===== src/rtl/plnrle_pkg.sv =====
// ----------------------------------------------------------------------------
// plnrle_pkg
// shared widths, register indexes, sequencer states, handshake structs and
// symbol helpers for the planar nibble run-length decoder
// ----------------------------------------------------------------------------
package plnrle_pkg;

  localparam int WORD_W              = 32;
  localparam int NB_W                = 3;
  localparam int MASK_W              = 16;
  localparam int TOTAL_W             = 21;
  localparam int CFG_DATA_W          = 21;
  localparam int CFG_IDX_W           = 2;
  localparam int SYM_W               = 4;
  localparam int BYTE_W              = 8;
  localparam int DEF_MAX_PIXELS_LOG2 = 20;
  localparam int STEP_LIMIT          = 64;
  localparam int STEP_W              = 7;
  localparam int K_W                 = 4;

  typedef enum logic [CFG_IDX_W-1:0] {
    REG_RUN_MASK      = 2'd0,
    REG_PIXEL_TOTAL   = 2'd1,
    REG_LITTLE_ENDIAN = 2'd2
  } cfg_reg_t;

  typedef enum logic [2:0] {
    SEQ_IDLE,
    SEQ_SYM,
    SEQ_CNT,
    SEQ_RUN,
    SEQ_END,
    SEQ_FILL
  } seq_state_t;

  typedef struct packed {
    logic             go;
    logic [SYM_W-1:0] colour;
  } pix_req_t;

  typedef struct packed {
    logic taken;
    logic emit;
    logic finish;
    logic done;
  } pix_stat_t;

  // symbol k: bit 7-k of each byte, low byte gives the high symbol bit
  function automatic logic [SYM_W-1:0] symbol_at(input logic [WORD_W-1:0] w,
                                                 input logic [2:0] k);
    logic [7:0] b0, b1, b2, b3;
    logic [2:0] idx;
    b0  = w[7:0];
    b1  = w[15:8];
    b2  = w[23:16];
    b3  = w[31:24];
    idx = 3'd7 - k;
    return {b0[idx], b1[idx], b2[idx], b3[idx]};
  endfunction

  // drop bytes past the valid count, then apply byte order
  function automatic logic [WORD_W-1:0] prep_word(input logic [WORD_W-1:0] raw,
                                                  input logic [NB_W-1:0] nb,
                                                  input logic le);
    logic [WORD_W-1:0] keep;
    logic [WORD_W-1:0] w;
    unique case (nb)
      3'd0:    keep = 32'h0000_0000;
      3'd1:    keep = 32'hFF00_0000;
      3'd2:    keep = 32'hFFFF_0000;
      3'd3:    keep = 32'hFFFF_FF00;
      default: keep = 32'hFFFF_FFFF;
    endcase
    w = raw & keep;
    if (le) begin
      w = {w[7:0], w[15:8], w[23:16], w[31:24]};
    end
    return w;
  endfunction

endpackage


===== src/rtl/plnrle_in_if.sv =====
// ----------------------------------------------------------------------------
// plnrle_in_if
// input channel: data words or end-of-data marks with valid/ready
// ----------------------------------------------------------------------------
interface plnrle_in_if;
  import plnrle_pkg::*;

  logic              valid;
  logic              ready;
  logic              kind;
  logic [WORD_W-1:0] data_word;
  logic [NB_W-1:0]   bytes_valid;

  modport source (output valid, output kind, output data_word, output bytes_valid,
                  input ready);
  modport sink (input valid, input kind, input data_word, input bytes_valid,
                output ready);
endinterface


===== src/rtl/plnrle_out_if.sv =====
// ----------------------------------------------------------------------------
// plnrle_out_if
// output channel: packed pixel bytes with valid/ready
// ----------------------------------------------------------------------------
interface plnrle_out_if;
  import plnrle_pkg::*;

  logic              valid;
  logic              ready;
  logic [BYTE_W-1:0] packed_byte;
  logic              last;

  modport source (output valid, output packed_byte, output last, input ready);
  modport sink (input valid, input packed_byte, input last, output ready);
endinterface


===== src/rtl/plnrle_pixel_unit.sv =====
// ----------------------------------------------------------------------------
// plnrle_pixel_unit
// shared pixel path: packs one pixel per cycle into bytes while its output
// byte register is free, counts down the image length and holds that register
// ----------------------------------------------------------------------------
module plnrle_pixel_unit #(
  parameter int MAX_PIXELS_LOG2 = plnrle_pkg::DEF_MAX_PIXELS_LOG2
) (
  input  logic                              clk,
  input  logic                              rst,
  input  logic                              restart,
  input  logic [plnrle_pkg::TOTAL_W-1:0]    pixel_total,
  input  plnrle_pkg::pix_req_t              req,
  output plnrle_pkg::pix_stat_t             stat,
  plnrle_out_if.source                      dout
);
  import plnrle_pkg::*;

  localparam int PL_W  = MAX_PIXELS_LOG2 + 1;
  localparam int CMP_W = (PL_W > TOTAL_W) ? PL_W : TOTAL_W;

  logic [SYM_W-1:0]  held;
  logic              half;
  logic [PL_W-1:0]   pixels_left;
  logic              image_done;
  logic              out_valid;
  logic [BYTE_W-1:0] out_byte;
  logic              out_last;

  logic [CMP_W-1:0]  total_ext;
  logic [CMP_W-1:0]  limit;
  logic [PL_W-1:0]   start_len;
  logic              fin;
  logic              will_emit;
  logic              slot_free;
  logic              taken;

  always_comb begin
    total_ext = CMP_W'(pixel_total);
    limit     = CMP_W'(1) << MAX_PIXELS_LOG2;
    start_len = (total_ext > limit) ? PL_W'(limit) : PL_W'(total_ext);
    fin       = (pixels_left == PL_W'(1));
    will_emit = half | fin;
    slot_free = !out_valid | dout.ready;
    taken     = req.go & !image_done & (!will_emit | slot_free);
  end

  assign stat.taken  = taken;
  assign stat.emit   = taken & will_emit;
  assign stat.finish = taken & fin;
  assign stat.done   = image_done;

  assign dout.valid       = out_valid;
  assign dout.packed_byte = out_byte;
  assign dout.last        = out_last;

  always_ff @(posedge clk) begin
    if (rst) begin
      held        <= '0;
      half        <= 1'b0;
      pixels_left <= PL_W'(1);
      image_done  <= 1'b0;
      out_valid   <= 1'b0;
    end else if (restart) begin
      held        <= '0;
      half        <= 1'b0;
      pixels_left <= start_len;
      image_done  <= (start_len == '0);
      out_valid   <= 1'b0;
    end else begin
      if (taken) begin
        if (half) begin
          half <= 1'b0;
        end else begin
          held <= req.colour;
          half <= !fin;
        end
        pixels_left <= pixels_left - PL_W'(1);
        if (fin) begin
          image_done <= 1'b1;
        end
      end
      if (taken && will_emit) begin
        out_valid <= 1'b1;
      end else if (dout.ready) begin
        out_valid <= 1'b0;
      end
    end
  end

  // output word payload
  always_ff @(posedge clk) begin
    if (taken && will_emit) begin
      out_byte <= half ? {held, req.colour} : {req.colour, 4'h0};
      out_last <= fin;
    end
  end

endmodule


===== src/rtl/plnrle_seq.sv =====
// ----------------------------------------------------------------------------
// plnrle_seq
// symbol sequencer: walks the eight planar symbols of a word, loads repeat
// counts and drives runs and end-of-data fill into the pixel unit
// ----------------------------------------------------------------------------
module plnrle_seq (
  input  logic                           clk,
  input  logic                           rst,
  input  logic                           restart,
  input  logic [plnrle_pkg::MASK_W-1:0]  run_mask,
  input  logic                           little_endian,
  input  plnrle_pkg::pix_stat_t          stat,
  output plnrle_pkg::pix_req_t           req,
  plnrle_in_if.sink                      din
);
  import plnrle_pkg::*;

  seq_state_t        state, state_next;
  logic [WORD_W-1:0] word, word_next;
  logic              partial, partial_next;
  logic [K_W-1:0]    k, k_next;
  logic [SYM_W-1:0]  reps, reps_next;
  logic [SYM_W-1:0]  colour, colour_next;
  logic              fill_mode, fill_mode_next;
  logic              count_pending, count_pending_next;
  logic [STEP_W-1:0] step_cnt, step_cnt_next;

  logic [SYM_W-1:0]  sym;
  logic [NB_W-1:0]   nb;
  logic [STEP_W-1:0] step_inc;

  always_ff @(posedge clk) begin
    if (rst) begin
      state         <= SEQ_IDLE;
      partial       <= 1'b0;
      k             <= '0;
      reps          <= '0;
      colour        <= '0;
      fill_mode     <= 1'b0;
      count_pending <= 1'b0;
      step_cnt      <= '0;
    end else begin
      state         <= state_next;
      partial       <= partial_next;
      k             <= k_next;
      reps          <= reps_next;
      colour        <= colour_next;
      fill_mode     <= fill_mode_next;
      count_pending <= count_pending_next;
      step_cnt      <= step_cnt_next;
    end
  end

  always_ff @(posedge clk) begin
    word <= word_next;
  end

  always_comb begin
    sym      = symbol_at(word, k[2:0]);
    nb       = (din.bytes_valid > NB_W'(4)) ? NB_W'(4) : din.bytes_valid;
    step_inc = step_cnt + STEP_W'(stat.emit);

    state_next         = state;
    word_next          = word;
    partial_next       = partial;
    k_next             = k;
    reps_next          = reps;
    colour_next        = colour;
    fill_mode_next     = fill_mode;
    count_pending_next = count_pending;
    step_cnt_next      = step_cnt;
    req.go             = 1'b0;
    req.colour         = colour;
    din.ready          = (state == SEQ_IDLE);

    unique case (state)
      SEQ_IDLE: begin
        if (din.valid && !stat.done) begin
          step_cnt_next = '0;
          if (fill_mode) begin
            state_next = SEQ_FILL;
          end else if (din.kind || nb == '0 || (count_pending && nb != NB_W'(4))) begin
            fill_mode_next     = 1'b1;
            count_pending_next = 1'b0;
            state_next         = SEQ_FILL;
          end else begin
            word_next    = prep_word(din.data_word, nb, little_endian);
            partial_next = (nb != NB_W'(4));
            k_next       = '0;
            if (count_pending) begin
              count_pending_next = 1'b0;
              state_next         = SEQ_CNT;
            end else begin
              state_next = SEQ_SYM;
            end
          end
        end
      end
      SEQ_SYM: begin
        req.go     = 1'b1;
        req.colour = sym;
        if (stat.taken) begin
          colour_next   = sym;
          step_cnt_next = step_inc;
          if (stat.finish) begin
            fill_mode_next     = 1'b0;
            count_pending_next = 1'b0;
            state_next         = SEQ_IDLE;
          end else if (run_mask[sym]) begin
            if (k[2:0] == 3'd7) begin
              if (!partial) begin
                count_pending_next = 1'b1;
              end
              state_next = SEQ_END;
            end else begin
              k_next     = k + K_W'(1);
              state_next = SEQ_CNT;
            end
          end else if (k[2:0] == 3'd7) begin
            state_next = SEQ_END;
          end else begin
            k_next = k + K_W'(1);
          end
        end
      end
      SEQ_CNT: begin
        reps_next  = sym;
        k_next     = k + K_W'(1);
        state_next = SEQ_RUN;
      end
      SEQ_RUN: begin
        if (reps == '0) begin
          state_next = k[3] ? SEQ_END : SEQ_SYM;
        end else begin
          req.go = 1'b1;
          if (stat.taken) begin
            reps_next     = reps - SYM_W'(1);
            step_cnt_next = step_inc;
            if (stat.finish) begin
              fill_mode_next     = 1'b0;
              count_pending_next = 1'b0;
              state_next         = SEQ_IDLE;
            end
          end
        end
      end
      SEQ_END: begin
        if (partial) begin
          fill_mode_next     = 1'b1;
          count_pending_next = 1'b0;
          state_next         = SEQ_FILL;
        end else begin
          state_next = SEQ_IDLE;
        end
      end
      SEQ_FILL: begin
        if (step_cnt == STEP_W'(STEP_LIMIT)) begin
          state_next = SEQ_IDLE;
        end else begin
          req.go = 1'b1;
          if (stat.taken) begin
            step_cnt_next = step_inc;
            if (stat.finish) begin
              fill_mode_next = 1'b0;
              state_next     = SEQ_IDLE;
            end
          end
        end
      end
      default: begin
        state_next = SEQ_IDLE;
      end
    endcase

    // new image
    if (restart) begin
      colour_next        = '0;
      fill_mode_next     = 1'b0;
      count_pending_next = 1'b0;
    end
  end

endmodule


===== src/rtl/planar_nibble_rle_decoder.sv =====
// ----------------------------------------------------------------------------
// planar_nibble_rle_decoder
// decodes 4-bit planar run-length coded words into packed pixel bytes
// ----------------------------------------------------------------------------
// One pixel path serves the whole block and places one pixel per cycle while
// its output register is free. A data word is accepted, then each symbol is
// placed, each repeat count is loaded, the repeated pixels are placed, the run
// is left, and the word is closed; an end-of-data item or a fill continuation
// is accepted and then places fill pixels, up to 128 pixels (64 words) per
// item, and stops at that limit. A partial word runs on into fill within the
// same item. The input is not ready while a word is being worked on, and a
// full output register that is not taken holds the pixel path. Writing
// pixel_total starts a new image at that same clock edge.
module planar_nibble_rle_decoder #(
  parameter int MAX_PIXELS_LOG2 = plnrle_pkg::DEF_MAX_PIXELS_LOG2
) (
  input  logic                              clk,
  input  logic                              rst,
  input  logic                              cfg_we,
  input  logic [plnrle_pkg::CFG_IDX_W-1:0]  cfg_index,
  input  logic [plnrle_pkg::CFG_DATA_W-1:0] cfg_data,
  plnrle_in_if.sink                         din,
  plnrle_out_if.source                      dout
);
  import plnrle_pkg::*;

  logic [MASK_W-1:0]  run_mask;
  logic               little_endian;
  logic               restart;
  pix_req_t           req;
  pix_stat_t          stat;

  assign restart = cfg_we && (cfg_index == REG_PIXEL_TOTAL);

  always_ff @(posedge clk) begin
    if (rst) begin
      run_mask      <= '0;
      little_endian <= 1'b0;
    end else begin
      if (cfg_we) begin
        case (cfg_index)
          REG_RUN_MASK:      run_mask      <= cfg_data[MASK_W-1:0];
          REG_LITTLE_ENDIAN: little_endian <= cfg_data[0];
          default: ;
        endcase
      end
    end
  end

  plnrle_seq u_seq (
    .clk           (clk),
    .rst           (rst),
    .restart       (restart),
    .run_mask      (run_mask),
    .little_endian (little_endian),
    .stat          (stat),
    .req           (req),
    .din           (din)
  );

  plnrle_pixel_unit #(
    .MAX_PIXELS_LOG2 (MAX_PIXELS_LOG2)
  ) u_pixel (
    .clk         (clk),
    .rst         (rst),
    .restart     (restart),
    .pixel_total (cfg_data[TOTAL_W-1:0]),
    .req         (req),
    .stat        (stat),
    .dout        (dout)
  );

  // no pixel requested once the image is complete
  a_no_pixel_after_done: assert property (@(posedge clk) disable iff (rst)
    !(req.go && stat.done))
    else $error("pixel requested after image end");

  // nothing follows the final word of an image
  a_quiet_after_last: assert property (@(posedge clk) disable iff (rst)
    (dout.valid && dout.ready && dout.last) |=> !dout.valid)
    else $error("word after final word");

  // an idle sequencer issues no pixels
  a_idle_no_pixel: assert property (@(posedge clk) disable iff (rst)
    din.ready |-> !req.go)
    else $error("pixel issued while idle");

endmodule

===== src/flat_wrapper.sv =====
// flat-port wrapper written by rule: the top's interface ports become plain ports
module planar_nibble_rle_decoder_flat import plnrle_pkg::*;
#(
  parameter int MAX_PIXELS_LOG2 = plnrle_pkg::DEF_MAX_PIXELS_LOG2
)
  (clk, rst, cfg_we, cfg_index, cfg_data, din_valid, din_kind, din_data_word, din_bytes_valid, din_ready, dout_valid, dout_packed_byte, dout_last, dout_ready);
  plnrle_in_if din_i ();
  plnrle_out_if dout_i ();
  input  logic clk;
  input  logic rst;
  input  logic cfg_we;
  input  logic [plnrle_pkg::CFG_IDX_W-1:0] cfg_index;
  input  logic [plnrle_pkg::CFG_DATA_W-1:0] cfg_data;
  input wire logic [$bits(din_i.valid)-1:0] din_valid;
  input wire logic [$bits(din_i.kind)-1:0] din_kind;
  input wire logic [$bits(din_i.data_word)-1:0] din_data_word;
  input wire logic [$bits(din_i.bytes_valid)-1:0] din_bytes_valid;
  output wire logic [$bits(din_i.ready)-1:0] din_ready;
  output wire logic [$bits(dout_i.valid)-1:0] dout_valid;
  output wire logic [$bits(dout_i.packed_byte)-1:0] dout_packed_byte;
  output wire logic [$bits(dout_i.last)-1:0] dout_last;
  input wire logic [$bits(dout_i.ready)-1:0] dout_ready;
  assign din_i.valid = din_valid;
  assign din_i.kind = din_kind;
  assign din_i.data_word = din_data_word;
  assign din_i.bytes_valid = din_bytes_valid;
  assign din_ready = din_i.ready;
  assign dout_valid = dout_i.valid;
  assign dout_packed_byte = dout_i.packed_byte;
  assign dout_last = dout_i.last;
  assign dout_i.ready = dout_ready;
  planar_nibble_rle_decoder #(.MAX_PIXELS_LOG2(MAX_PIXELS_LOG2)) u_core (.clk(clk), .rst(rst), .cfg_we(cfg_we), .cfg_index(cfg_index), .cfg_data(cfg_data), .din(din_i), .dout(dout_i));
endmodule

===== config.mk =====
export PLATFORM = sky130hd
export DESIGN_NAME = planar_nibble_rle_decoder_flat
export DESIGN_NICKNAME = d
export VERILOG_FILES = /design/src/rtl/plnrle_pkg.sv /design/src/rtl/plnrle_in_if.sv /design/src/rtl/plnrle_out_if.sv /design/src/rtl/plnrle_pixel_unit.sv /design/src/rtl/plnrle_seq.sv /design/src/rtl/planar_nibble_rle_decoder.sv /design/src/flat_wrapper.sv
export SDC_FILE = /design/constraint.sdc
export NUM_CORES = 1
export LEC_CHECK = 0
export BUFFER_PORTS_ARGS = -buffer_cell sky130_fd_sc_hd__buf_4
export CAP_MARGIN = 20
export CELL_PAD_IN_SITES_DETAIL_PLACEMENT = 1
export CELL_PAD_IN_SITES_GLOBAL_PLACEMENT = 2
export CORE_MARGIN = 1.5
export CORE_UTILIZATION = 32
export DETAILED_ROUTE_END_ITERATION = 12
export HOLD_SLACK_MARGIN = 0.05
export MAX_ROUTING_LAYER = met4
export PLACE_DENSITY = 0.8
export SYNTH_ARGS = -nofsm -noshare
export SYNTH_HDL_FRONTEND = slang
export SYNTH_SLANG_ARGS = --single-unit

===== constraint.sdc =====
create_clock -name clk -period 3.2 [get_ports clk]
set_clock_uncertainty 0.2 [all_clocks]
set_input_delay 0.16 -clock clk [delete_from_list [all_inputs] [get_ports clk]]
set_output_delay 0.16 -clock clk [all_outputs]
set_load 0.005 [all_outputs]

### After elaboration in Yosys (flattened, before gate mapping)

Index checks and enable logic that the tools add are counted.

* register bits after elaboration: 111
* bits of input ports: 64
* output and inout bits: 11
* logic and storage cells: 187

* $add $sub $neg: 5
* magnitude comparators: 4
* equality and inequality tests: 29
* muxes and demuxes: 83
* bitwise operators: 11
* reduce and logical (&&, ||, !) cells: 36

Operators by type and width (number)
* $mux 32: 5
* $pmux 32 s4: 1
* $mux 21: 3
* $mux 3: 15
* $mux 4: 9
* $and 32x32->32: 1
* $mux 1: 32
* $mux 7: 4
* $pmux 7 s4: 1
* $eq 21x1->1 const B: 1
* $gt 21x21->1 const B: 1
* $logic_not 21->1: 1
* $sub 21x1->21 const B: 1
* $ne 2x2->1 const B: 9
* $pmux 3 s6: 1
* $bmux 1 s3: 4
* $eq 3x2->1 const B: 4
* $pmux 4 s3: 1
* $reduce_and 11->1: 1
* $reduce_and 2->1: 5
* $eq 3x3->1 const B: 3
* $ne 3x2->1 const B: 3
* $mux 8: 1
* $pmux 4 s2: 1
* other kinds (37): 60

### Depth between registers and ports, before layout

Gate-level depths: netlist (run 1).

* depth after elaboration: 11
* gate-level depth with buffers: 14
* depth with buffers taken out: 13

### Hierarchy

From an unflattened synthesis (run 1), not the netlist that was laid out.

* cells, all modules: 661
* area, all modules: 6449.9 um^2

By module, submodules not included
* plnrle_seq: instances 1, cells an instance 333, area an instance 3463.3 um^2, seq. area each 1461.4 um^2
* plnrle_pixel_unit: instances 1, cells an instance 253, area an instance 2197.1 um^2, seq. area each 830.8 um^2
* planar_nibble_rle_decoder: instances 1, cells an instance 75, area an instance 789.5 um^2, seq. area each 340.3 um^2

### Least setup slack after synthesis (run 1)

OpenSTA, ideal clock, no wires.

* kind: register -> register
* from: register u_core.u_seq.state[1]
* to: register u_core.u_seq.k[0]
* setup time: 115 ps
* arrival time: 2949 ps
* data required time: 2885 ps
* slack: -64 ps
* stages on the path, launching flop included: 7
* buffers on the path: 1
* clock period less this slack: 3264 ps
* cell sequence: dfxtp_1 clkbuf_1 nor3_1 nand2_1 nor2_1 or2_2 nor2_1

* elaborated cells between the ends (all ways): 18
* those cells by class: 10 x eq/ne; 2 x mux; 3 x bitwise; 3 x reduce/logical

RTL lines
* start: declaration: RTL line plnrle_seq.sv:18 `seq_state_t state, state_next;`
* start signal: assignment: RTL line plnrle_seq.sv:43 `state <= state_next;`
* $logic_not 3->1 *
* via din_ready: RTL line flat_wrapper.sv:18 `output wire logic [$bits(din_i.ready)-1:0] din_ready;`
* $ne 2x2->1 (no source line) (tied with other cells)
* $reduce_and 7->1 (no source line)
* end signal: assignment: RTL line plnrle_seq.sv:45 `k <= k_next;`
* end: declaration: RTL line plnrle_seq.sv:21 `logic [K_W-1:0] k, k_next;`

The timed path passes the listed nets; every way through them passes the cells marked *.
A chain may end at the register's enable or synchronous reset.

==> summary.md, run 1 <==
| Metric | Value |
|---|---|
| Setup Buffers After CTS | 0 |
| Worst-Skew Late Latency | 0.37 ns |
| Top cells by area, synth | dfxtp_1 24%, edfxtp_1 21%, a21oi_1 5.9% |
| Die height | 137.8 um |
| Hold path endpoint | u_core.little_endian |
| All-Layer GR Usage | 20.70% |
| Status | finished clean |
| Root buf cell | clkbuf_16 |
| Reg2reg start | u_core.u_pixel.pixels_left[6] |
| Max-Cap Viols | 0 |
| # setup viols final | 0 |
| Number of diodes | 0 |
| Post-synth top flop | dfxtp_1 |
| Commonest cells in the netlist | 87 x nand2_1, 70 x dfxtp_1, 68 x a21oi_1 |
| Syn. warnings | 0 |
| Die footprint | 0.01899 mm^2 |
| Cell Rows | 49 |
| Area Overhead vs Synth | 31.73% |
| Min-Delay Path Class | in -> reg |
| Post-synthesis register bit count | 111 |
| Detailed Route Iter0 Violations | 337 |
| DR vias | 5493 |
| Worst Hold Path Cells | 4 |
| Initial antenna violation count | 0 |
| Crit path max fanout | 6 |
| Nets | 859 |
| Setup CP Type | reg -> reg |
| Total power | 5.477 mW |
| Gpl congestion | 0.8280 |
| Syn avg cell area | 8.879 um^2 |
| Clk sink count | 111 |
| Final HPWL DP | 12.50 mm |
| RSZ-0062 raised after global routing | false |
| Relative slew slack | 37.57% |
| TritonCTS clock tree | done |
| Post-synth top area cell | dfxtp_1 |
| Top-count cell post-synth | nand2_1 |
| Register area share after synthesis | 45.27% |
| Core area | 0.01790 mm^2 |
| Synth top area share | 24.10% |
| Routed wire per std cell | 17.93 um |
| PD cells | 714.9 mW/mm^2 |
| Final period util | 89.74% |
| Largest net degree at the start of global routing | 47 |
| Fill cells | 2101 |
| CTS H-tree depth | 3 |
| Netlist cell types | 67 |
| Net Count, Synth | 727 |
| Longest Clk Path Bufs | 2 |
| Util after Layout | 42.79% |
| Setup TNS | 0 ns |
| Final Slew Violations | 0 |
| Hold_sp | cfg_we |
| Final wirelength | 18.31 mm |
| Reg-to-Reg End | u_core.u_seq.step_cnt[6] |
| Critical Path End Type | flip-flop |
| First-pass GRT wire length | 29.32 mm |
| Routed Antenna Nets | 0 |
| Worst-Margin Slew | 0.9354 ns |
| Input/output buffers | 74 |
| Startpoint class of the critical path | flip-flop |
| Clock transition at path regs | 0.09 ns |
| Async S/R FF share, synth | 0% |
| TritonRoute pass-1 iters | 4 |
| Die Width | 137.8 um |
| CTS buffer count | 9 |
| R2r setup slk | 0.33 ns |
| Initial Util | 32.49% |
| Leakage dissipation | 2.899 nW |
| IO Count | 75 |
| Post-synthesis cell count | 655 |
| Worst EP required | 3.27 ns |
| Ratio of cells with drive above 1 in the final layout | 16.92% |
| Post-synthesis cell area | 0.005816 mm^2 |
| Residual DRC | 0 |
| CP arrival | 2.94 ns |
| Min Tclk post-route | 2.872 ns |
| Total grt overflow | 0 |
| Count of flip-flops with a built-in enable after synthesis | 41 |
| Max VDD drop | 0.0003491 V |
| Reg2Reg Depth | 10 |
| Via density | 5.380 |
| Fmax | 348.2 MHz |
| Hold Vio Cnt, Final | 0 |
| Vias in the first global route | 5701 |
[worst max path at each step]
stage / slack [ns] / endpoint / startpoint / depth (start not counted)
after floorplan: 0.10 / u_core.u_seq.step_cnt[6] / u_core.u_pixel.pixels_left[6] / 13
after global placement: 0.27 / u_core.u_seq.step_cnt[6] / u_core.u_pixel.pixels_left[6] / 10
after detailed placement: 0.18 / u_core.u_seq.step_cnt[6] / u_core.u_pixel.pixels_left[6] / 10
after CTS: 0.18 / u_core.u_seq.step_cnt[6] / u_core.u_pixel.pixels_left[6] / 10
after global routing: 0.11 / u_core.u_seq.step_cnt[4] / u_core.u_pixel.pixels_left[6] / 10
final: 0.33 / u_core.u_seq.step_cnt[6] / u_core.u_pixel.pixels_left[6] / 10
[cells in the final DEF, fill, tap and decap left out, types with 5 or more instances in the layout]
| cell type | count |
|---|---|
| buf_4 | 95 |
| nand2b_1 | 6 |
| or3_1 | 9 |
| mux2i_1 | 22 |
| inv_1 | 10 |
| ha_1 | 8 |
| dfxtp_1 | 70 |
| clkbuf_16 | 9 |
| o21ai_0 | 59 |
| a21oi_1 | 68 |
| nand4_1 | 5 |
| nor4_1 | 11 |
| mux4_2 | 8 |
| xor2_1 | 12 |
| xnor2_1 | 6 |
| nand2_1 | 87 |
| dlygate4sd3_1 | 71 |
| a31oi_1 | 6 |
| nor2b_1 | 7 |
| edfxtp_1 | 41 |
| a211oi_1 | 16 |
| nand3_1 | 25 |
| nor3_1 | 16 |
| nor2_1 | 49 |
[power breakdown]
group	switching (mW)	total [mW]	internal, mW	leakage [nW]
clock	0.614	1.18	0.569	0.153
sequential	0.240	2.01	1.77	0.947
combinational	1.31	2.28	0.969	1.80
total	2.17	5.48	3.31	2.90
[metal layers]
layer / track usage [%] / share of wire [%]
met1: 25.90 / 46
met3: 2.796 / 2.7
met4: 6.944 / 1.7
met5: - / 0
met2: 34.50 / 49
[sequential cells by signal (all words and copies together), names as in the netlist]
| signal | count |
|---|---|
| u_core.u_seq.reps | 4 |
| u_core.u_seq.colour | 4 |
| u_core.u_seq.partial | 1 |
| u_core.u_seq.step_cnt | 7 |
| u_core.u_seq.count_pending | 1 |
| u_core.run_mask | 16 |
| u_core.u_seq.word | 32 |
| u_core.little_endian | 1 |
| u_core.u_pixel.half | 1 |
| u_core.u_pixel.pixels_left | 21 |
| u_core.u_pixel.dout.last | 1 |
| u_core.u_pixel.dout.packed_byte | 8 |
| u_core.u_seq.state | 3 |
| u_core.u_pixel.held | 4 |
| u_core.u_seq.k | 4 |
| u_core.u_pixel.dout.valid | 1 |
| u_core.u_pixel.image_done | 1 |
| u_core.u_seq.fill_mode | 1 |
[timing repair]
action,CTS,global route
hold endpoints to repair,73,0
endpoints found under the setup margin,0,2
gates resized for setup,0,1
hold buffers,71,0
[final cells by class]
cell class / instances / area, um^2 / area share [%]
well taps: 229 / 286.5 / 3.740
multi-input cells: 489 / 2967 / 38.72
flip-flops and latches: 111 / 2633 / 34.36
repair buffers: 166 / 1424 / 18.59
clock inverters: 7 / 88.84 / 1.160
inverters: 10 / 37.54 / 0.4900
clock buffers: 9 / 225.2 / 2.940
[kinds of logic after synthesis]
family	share of synthesized area, %
AND/OR/NAND/NOR	19.75
AO/OA/AOI/OAI	19.21
flip-flops	45.27
buffers and inverters	3.830
multiplexers	7.508
XOR/XNOR	2.711
adder cells (fa/ha/maj)	1.721
[through the flow]
stage          instance area (um^2)  hold WS, ns  setup WS (ns)  cells
2_1_floorplan                  5818      0.06862         0.1019    655
3_3_place_gp                   6633       0.2118         0.2696    934
3_5_place_dp                   6633       0.2003         0.1783    934
4_1_cts                        7657      0.05625         0.1835   1021
5_1_grt                        7661      0.08186         0.1101   1021
6_report                       7661      0.05625         0.3283   1021
[critical path, stage by stage, from the launching register on]
cell	delay [ns]
dfxtp_1	0.36
or4_4	0.61
nor3_4	0.27
a31oi_1	0.19
nor2_1	0.22
ha_1	0.22
ha_1	0.20
nand2_1	0.07
a211oi_1	0.23
xnor2_1	0.15
nor2_1	0.05
Note: power is estimated with default switching activity, not from simulation.
==> run 2: changes to the inputs <==
Settings changed: ABC_AREA set to 1, CORE_UTILIZATION 32 to 36, PLACE_DENSITY 0.8 to 0.89.
Clock period 3.2 ns to 3.65 ns, I/O delays scaled along.
==> summary.md, run 2 <==
| Metric | Value |
|---|---|
| Status | finished clean |
| Placed cell count | 1156 |
| Initial antenna violation count | 1 |
| Clock transition at path regs | 0.08 ns |
| Simple-gate portion of the synthesized area | 29.45% |
| Register bank with the most flops | u_core.u_seq.word |
| Top-count cell post-synth | nand2_1 |
| Worst Hold Path Cells | 3 |
| Setup TNS | 0 ns |
| First-pass GRT wire length | 30.99 mm |
| Power share of the combinational group | 48.0% |
| Max VDD drop | 0.0003111 V |
| Slowest cell on crit path | dlygate4sd3_1 |
| Largest net degree at the start of global routing | 36 |
| Synth top area share | 21.97% |
| Largest regs | u_core.u_seq.word (32), u_core.u_pixel.pixels_left (21), u_core.run_mask (16) |
| # setup viols final | 0 |
| Sequential Power Share | 32.7% |
| Reg-to-Reg End | u_core.u_pixel.pixels_left[6] |
| Clk sink count | 111 |
| Worst-Skew Late Latency | 0.37 ns |
| RSZ-0062 raised after global routing | false |
| Longest Clk Path Bufs | 2 |
| IO Count | 75 |
| Detailed Route Iter0 Violations | 347 |
| Post-Layout Cell Count | 1232 |
| Fill cells | 2145 |
| Startpoint class of the critical path | primary input |
| Post-synthesis register bit count | 111 |
| Register area share after synthesis | 41.28% |
| Hold Buf Count CTS | 59 |
| Ratio of cells with drive above 1 in the final layout | 16.00% |
| Total grt overflow | 0 |
| Worst-Margin Slew | 0.8340 ns |
| TritonRoute pass-1 iters | 4 |
| Die Width | 136.1 um |
| Hold path endpoint | u_core.u_seq.word[24] |
| Critical Path End Type | flip-flop |
| Commonest cells after routing, fill and taps aside | 158 x nand2_1, 112 x inv_1, 103 x nor2_1 |
| Initial Util | 36.87% |
| Final wirelength | 18.94 mm |
| Hold_sp | din_data_word[24] |
| Final Slew Violations | 0 |
| Total power | 5.382 mW |
| Post-synth top area cell | dfxtp_1 |
| Die footprint | 0.01852 mm^2 |
| Relative slew slack | 44.34% |
| Gpl congestion | 0.8181 |
| Syn avg cell area | 7.280 um^2 |
| Post-synthesis cell count | 876 |
| Cell Rows | 48 |
| Min-Delay Path Class | in -> reg |
| Post-synthesis cell area | 0.006377 mm^2 |
| R2r setup slk | 0.81 ns |
| Fmax | 325.4 MHz |
| Post-synthesis mux area share | 0% |
| Adder-cell share of the synthesized area | 1.570% |
| All-Layer GR Usage | 22.02% |
| Worst EP required | 3.71 ns |
| Count of flip-flops with a built-in enable after synthesis | 41 |
| Nets | 1073 |
| TritonCTS clock tree | done |
| Most common cell after layout, fill and taps aside | nand2_1 |
| Input/output buffers | 74 |
| Max reg flops | 32 |
| Critical path's largest stage delay | 0.56 ns |
| Setup CP Type | in -> reg |
| Min Tclk post-route | 3.073 ns |
| Switching fraction of total power | 44.47% |
| Int Pwr | 2.988 mW |
| Reg2reg start | u_core.u_pixel.pixels_left[8] |
| Commonest cells in the netlist | 158 x nand2_1, 112 x inv_1, 104 x nor2_1 |
| Largest family of logic cells by synthesized area | simple AND/OR/NAND/NOR gates |
| Die height | 136.1 um |
| CTS H-tree depth | 3 |
| Setup Buffers After CTS | 0 |
| Multi-input gate area | 0.003124 mm^2 |
| Net Count, Synth | 948 |
| Syn. warnings | 0 |
| Post-synth top flop | dfxtp_1 |
| FF/Latch Area | 0.002633 mm^2 |
| Final HPWL DP | 13.67 mm |
| CP top delay family | buffers and inverters |
| Async S/R FF share, synth | 0% |
| Root buf cell | clkbuf_16 |
| Routed wire per std cell | 15.37 um |
| Hold Vio Cnt, Final | 0 |
| Crit path cell chain | dlygate4sd3_1 > buf_4 > inv_1 > nor3_4 > inv_1 > nand2_4 > clkinv_2 > nand2_1 > a31oi_2 > dlygate4sd3_1 |
| Xor/xnor share of the synthesized area | 1.236% |
| Psw | 2.393 mW |
| CP arrival | 3.14 ns |
| Final period util | 84.20% |
| CTS buffer count | 9 |
| Residual DRC | 0 |
| Routed Antenna Nets | 0 |
| Clock Power Share | 19.3% |
| Vias in the first global route | 6323 |
| Area Overhead vs Synth | 25.88% |
| WP buf/inv | 6 |
| Crit path max fanout | 15 |
| Crit. path cell count | 10 |
| Reg2Reg Depth | 12 |
| Via density | 5.039 |
| Util after Layout | 46.41% |
| DR vias | 6208 |
| Compound-Gate Fraction of Synth Area | 16.62% |
| PD cells | 670.4 mW/mm^2 |
| Netlist cell types | 47 |
| Leakage dissipation | 3.438 nW |
| Max-Cap Viols | 0 |
| CTS resizes | 0 |
| Top cells by area, synth | dfxtp_1 22%, edfxtp_1 19%, nand2_1 9.3% |
| Core area | 0.01730 mm^2 |
[run 2: cell types whose count changed after synthesis, moves of 10 or more]
cell	before	now
nand3_1	25	57
nand2_2	0	14
nor2_1	50	104
clkbuf_1	37	15
mux2i_1	22	0
inv_1	10	112
a211oi_1	16	5
a21oi_1	68	58
o21ai_1	3	13
nand2_1	87	158
o21ai_0	59	92
[run 2: worst min-delay path, cell delays in order]
cell and delay [ns]:
buf_4 0.07, nand2_1 0.07, o21ai_0 0.17
[run 2: power by group through the flow]
stage          Sequential [mW]  Clock (mW)  Combinational [mW]
2_1_floorplan             1.72           0                1.94
3_3_place_gp              1.77           0                2.50
3_5_place_dp              1.78           0                2.54
4_1_cts                   1.76        1.06                2.61
5_1_grt                   1.80        1.10                2.94
6_report                  1.76        1.04                2.58
[run 2: logic make-up (layout without fill, tap and decap cells)]
kind of cell | count (synthesis) | after routing
AO/OA/AOI/OAI | 195 | 195
XOR/XNOR | 9 | 9
adder cells (fa/ha/maj) | 8 | 8
buffers and inverters | 152 | 282
flip-flops | 111 | 111
other | 0 | 1
AND/OR/NAND/NOR | 401 | 401
[run 2: cell type report]
type,count,area share (%)
timing repair buffer,142,15.12
multi-input combinational,613,38.92
clock buffer,10,2.852
clock inverter,6,0.9196
inverter,124,5.860
sequential,111,32.79
tap,225,3.507
antenna,1,0.03117
[run 2: worst max-delay path by stage]
stage	start	endpoint	slack (ns)
2_1_floorplan	din_bytes_valid[2]	u_core.u_seq.k[1]	0.73
3_3_place_gp	u_core.u_pixel.pixels_left[1]	u_core.u_seq.step_cnt[6]	1.06
3_5_place_dp	u_core.u_pixel.pixels_left[1]	u_core.u_seq.step_cnt[6]	0.97
4_1_cts	cfg_index[0]	u_core.u_pixel.pixels_left[6]	0.67
5_1_grt	cfg_index[0]	u_core.u_pixel.pixels_left[6]	0.41
6_report	cfg_index[0]	u_core.u_pixel.pixels_left[6]	0.58
[run 2: stage by stage]
stage	worst slack [ns]	hold slack (ns)	instance area (um^2)
after floorplan	0.7265	0.1174	6377
after global placement	1.057	0.2357	7132
after detailed placement	0.9728	0.2576	7132
after CTS	0.6685	0.05015	8025
after global routing	0.4127	0.09146	8028
final	0.5766	0.04481	8028
[run 2: routing by layer]
layer / vias to the layer above / track usage (%) / wire length, um
met4: 0 / 7.801 / 401
li1: 3147 / - / -
met5: - / - / 0
met2: 98 / 37.57 / 9293
met3: 26 / 2.983 / 514
met1: 2937 / 26.60 / 8732
==> run 3: changes to the inputs <==
Settings changed: CORE_UTILIZATION 36 to 30, PLACE_DENSITY 0.89 to 0.8.
Clock period 3.65 ns to 2.7 ns, I/O delays scaled along.
==> summary.md, run 3 (synthesized netlist as in run 2, its figures left out) <==
| Metric | Value |
|---|---|
| Status | finished clean |
| Min-Delay Path Class | in -> reg |
| Fmax | 410.2 MHz |
| Number of diodes | 0 |
| Residual DRC | 0 |
| Die height | 148.8 um |
| Reg2Reg Depth | 18 |
| Critical Path End Type | flip-flop |
| Register bank with the most flops | u_core.u_seq.word |
| Final instance area | 0.008264 mm^2 |
| Setup CP Type | reg -> reg |
| Max-Cap Viols | 0 |
| Area Overhead vs Synth | 29.59% |
| Die footprint | 0.02214 mm^2 |
| Initial antenna violation count | 0 |
| Via density | 4.809 |
| Total grt overflow | 0 |
| Hold path endpoint | u_core.u_seq.word[22] |
| Worst hold slack | 0.05161 ns |
| Routed Antenna Nets | 0 |
| Hold_sp | din_data_word[22] |
| Worst-Skew Late Latency | 0.36 ns |
| Vias in the first global route | 6410 |
| Largest net degree at the start of global routing | 36 |
| # setup viols final | 0 |
| Slowest cell on crit path | dfxtp_2 |
| Final Slew Violations | 0 |
| Initial Util | 30.43% |
| Worst-Margin Slew | 0.8094 ns |
| Nets | 1092 |
| Total power | 7.240 mW |
| Root buf cell | clkbuf_16 |
| Ratio of cells with drive above 1 in the final layout | 17.17% |
| Worst EP required | 2.74 ns |
| Placed instance area | 0.007272 mm^2 |
| Setup TNS | 0 ns |
| Core area | 0.02096 mm^2 |
| Most common cell on crit path | nand2_1 |
| Multi-input gate area | 0.003137 mm^2 |
| Min Tclk post-route | 2.438 ns |
| Longest Clk Path Bufs | 2 |
| Hold Vio Cnt, Final | 0 |
| Clk sink count | 111 |
| RSZ-0062 raised after global routing | false |
| Leakage dissipation | 3.517 nW |
| All-Layer GR Usage | 18.77% |
| First-pass GRT wire length | 31.68 mm |
| Fill cells | 2612 |
| IO Count | 75 |
| Relative slew slack | 45.98% |
| CP arrival | 2.48 ns |
| CTS H-tree depth | 3 |
| TritonCTS clock tree | done |
| Die Width | 148.8 um |
| Crit path from | u_core.u_pixel.pixels_left[1] |
| DR vias | 6252 |
| Reg2reg start | u_core.u_pixel.pixels_left[1] |
| Input/output buffers | 74 |
| Crit path cell chain | inv_1 > ha_1 > nand2_1 > nor2_2 > nand3_2 > nand2_1 > nand2_2 > nand2_4 > inv_4 > nand2_1 > inv_1 > ha_2 > ha_1 > nand2_1 > nor2_2 > nand2_1 > o21ai_1 > a21oi_1 |
| Util after Layout | 39.44% |
| Max VDD drop | 0.0002809 V |
| Largest regs | u_core.u_seq.word (32), u_core.u_pixel.pixels_left (21), u_core.run_mask (16) |
| Detailed Route Iter0 Violations | 267 |
| Commonest cells after routing, fill and taps aside | 158 x nand2_1, 112 x inv_1, 101 x nor2_1 |
| Routed wire per std cell | 14.71 um |
| R2r setup slk | 0.26 ns |
| Crit path max fanout | 3 |
| FF/Latch Area | 0.002634 mm^2 |
| Critical path's largest stage delay | 0.34 ns |
| Startpoint class of the critical path | flip-flop |
| Most common cell after layout, fill and taps aside | nand2_1 |
| Clock transition at path regs | 0.08 ns |
| TritonRoute pass-1 iters | 4 |
| Final period util | 90.29% |
| Reg-to-Reg End | u_core.u_seq.step_cnt[6] |
| Worst Hold Path Cells | 5 |
| Final wirelength | 19.12 mm |
| Max reg flops | 32 |
| CTS buffer count | 9 |
| Cell Rows | 53 |
| Gpl congestion | 0.8028 |
| Final HPWL DP | 14.32 mm |
| PD cells | 876.1 mW/mm^2 |
[run 3: layout make-up]
type,instances,area share (%)
Sequential cell,111,31.87
Tap cell,275,4.164
Multi-Input combinational cell,613,37.96
Clock buffer,12,3.104
Timing Repair Buffer,161,16.96
Inverter,124,5.693
Clock inverter,4,0.2574
[run 3: through the flow]
| stage | std cells | worst slack, ns |
|---|---|---|
| after global placement | 1213 | 0.2874 |
| after CTS | 1296 | 0.1593 |
| after floorplan | 876 | 0.2036 |
| after detailed placement | 1213 | 0.1845 |
| final | 1300 | 0.2621 |
| after global routing | 1300 | 0.002197 |
[run 3: what timing repair did]
| action | 4_1_cts | 5_1_grt |
|---|---|---|
| resized for setup | 0 | 5 |
| buffers inserted | 0 | 4 |
| hold buffers | 67 | 0 |
| hold endpoints to repair | 72 | 0 |
| setup endpoints to repair | 0 | 3 |
[run 3: metal layers]
layer  GRT usage (%)  wire (um)
met3           1.957        495
met1           23.96       9175
met2           31.58       9186
met5               -          0
met4           5.297        266
[run 3: how the worst max path moves through the flow]
stage                                          end  cells after the start
after floorplan           u_core.u_seq.step_cnt[6]                     18
after global placement    u_core.u_seq.step_cnt[6]                     18
after detailed placement  u_core.u_seq.step_cnt[6]                     18
after CTS                 u_core.u_seq.step_cnt[6]                     18
after global routing      u_core.u_seq.step_cnt[6]                     18
final                     u_core.u_seq.step_cnt[6]                     18
[run 3: critical path: cells and delay by family (launching register included)]
kind	cells	cell delay, ns
AND/OR/NAND/NOR	10	0.84
adder cells (fa/ha/maj)	3	0.55
flip-flops	1	0.34
buffers and inverters	3	0.20
AO/OA/AOI/OAI	2	0.19
[run 3: report_power, final]
part | switching [mW] | internal (mW) | total [mW]
clock | 0.622 | 0.672 | 1.29
combinational | 2.35 | 1.25 | 3.59
sequential | 0.235 | 2.12 | 2.35
total | 3.20 | 4.04 | 7.24
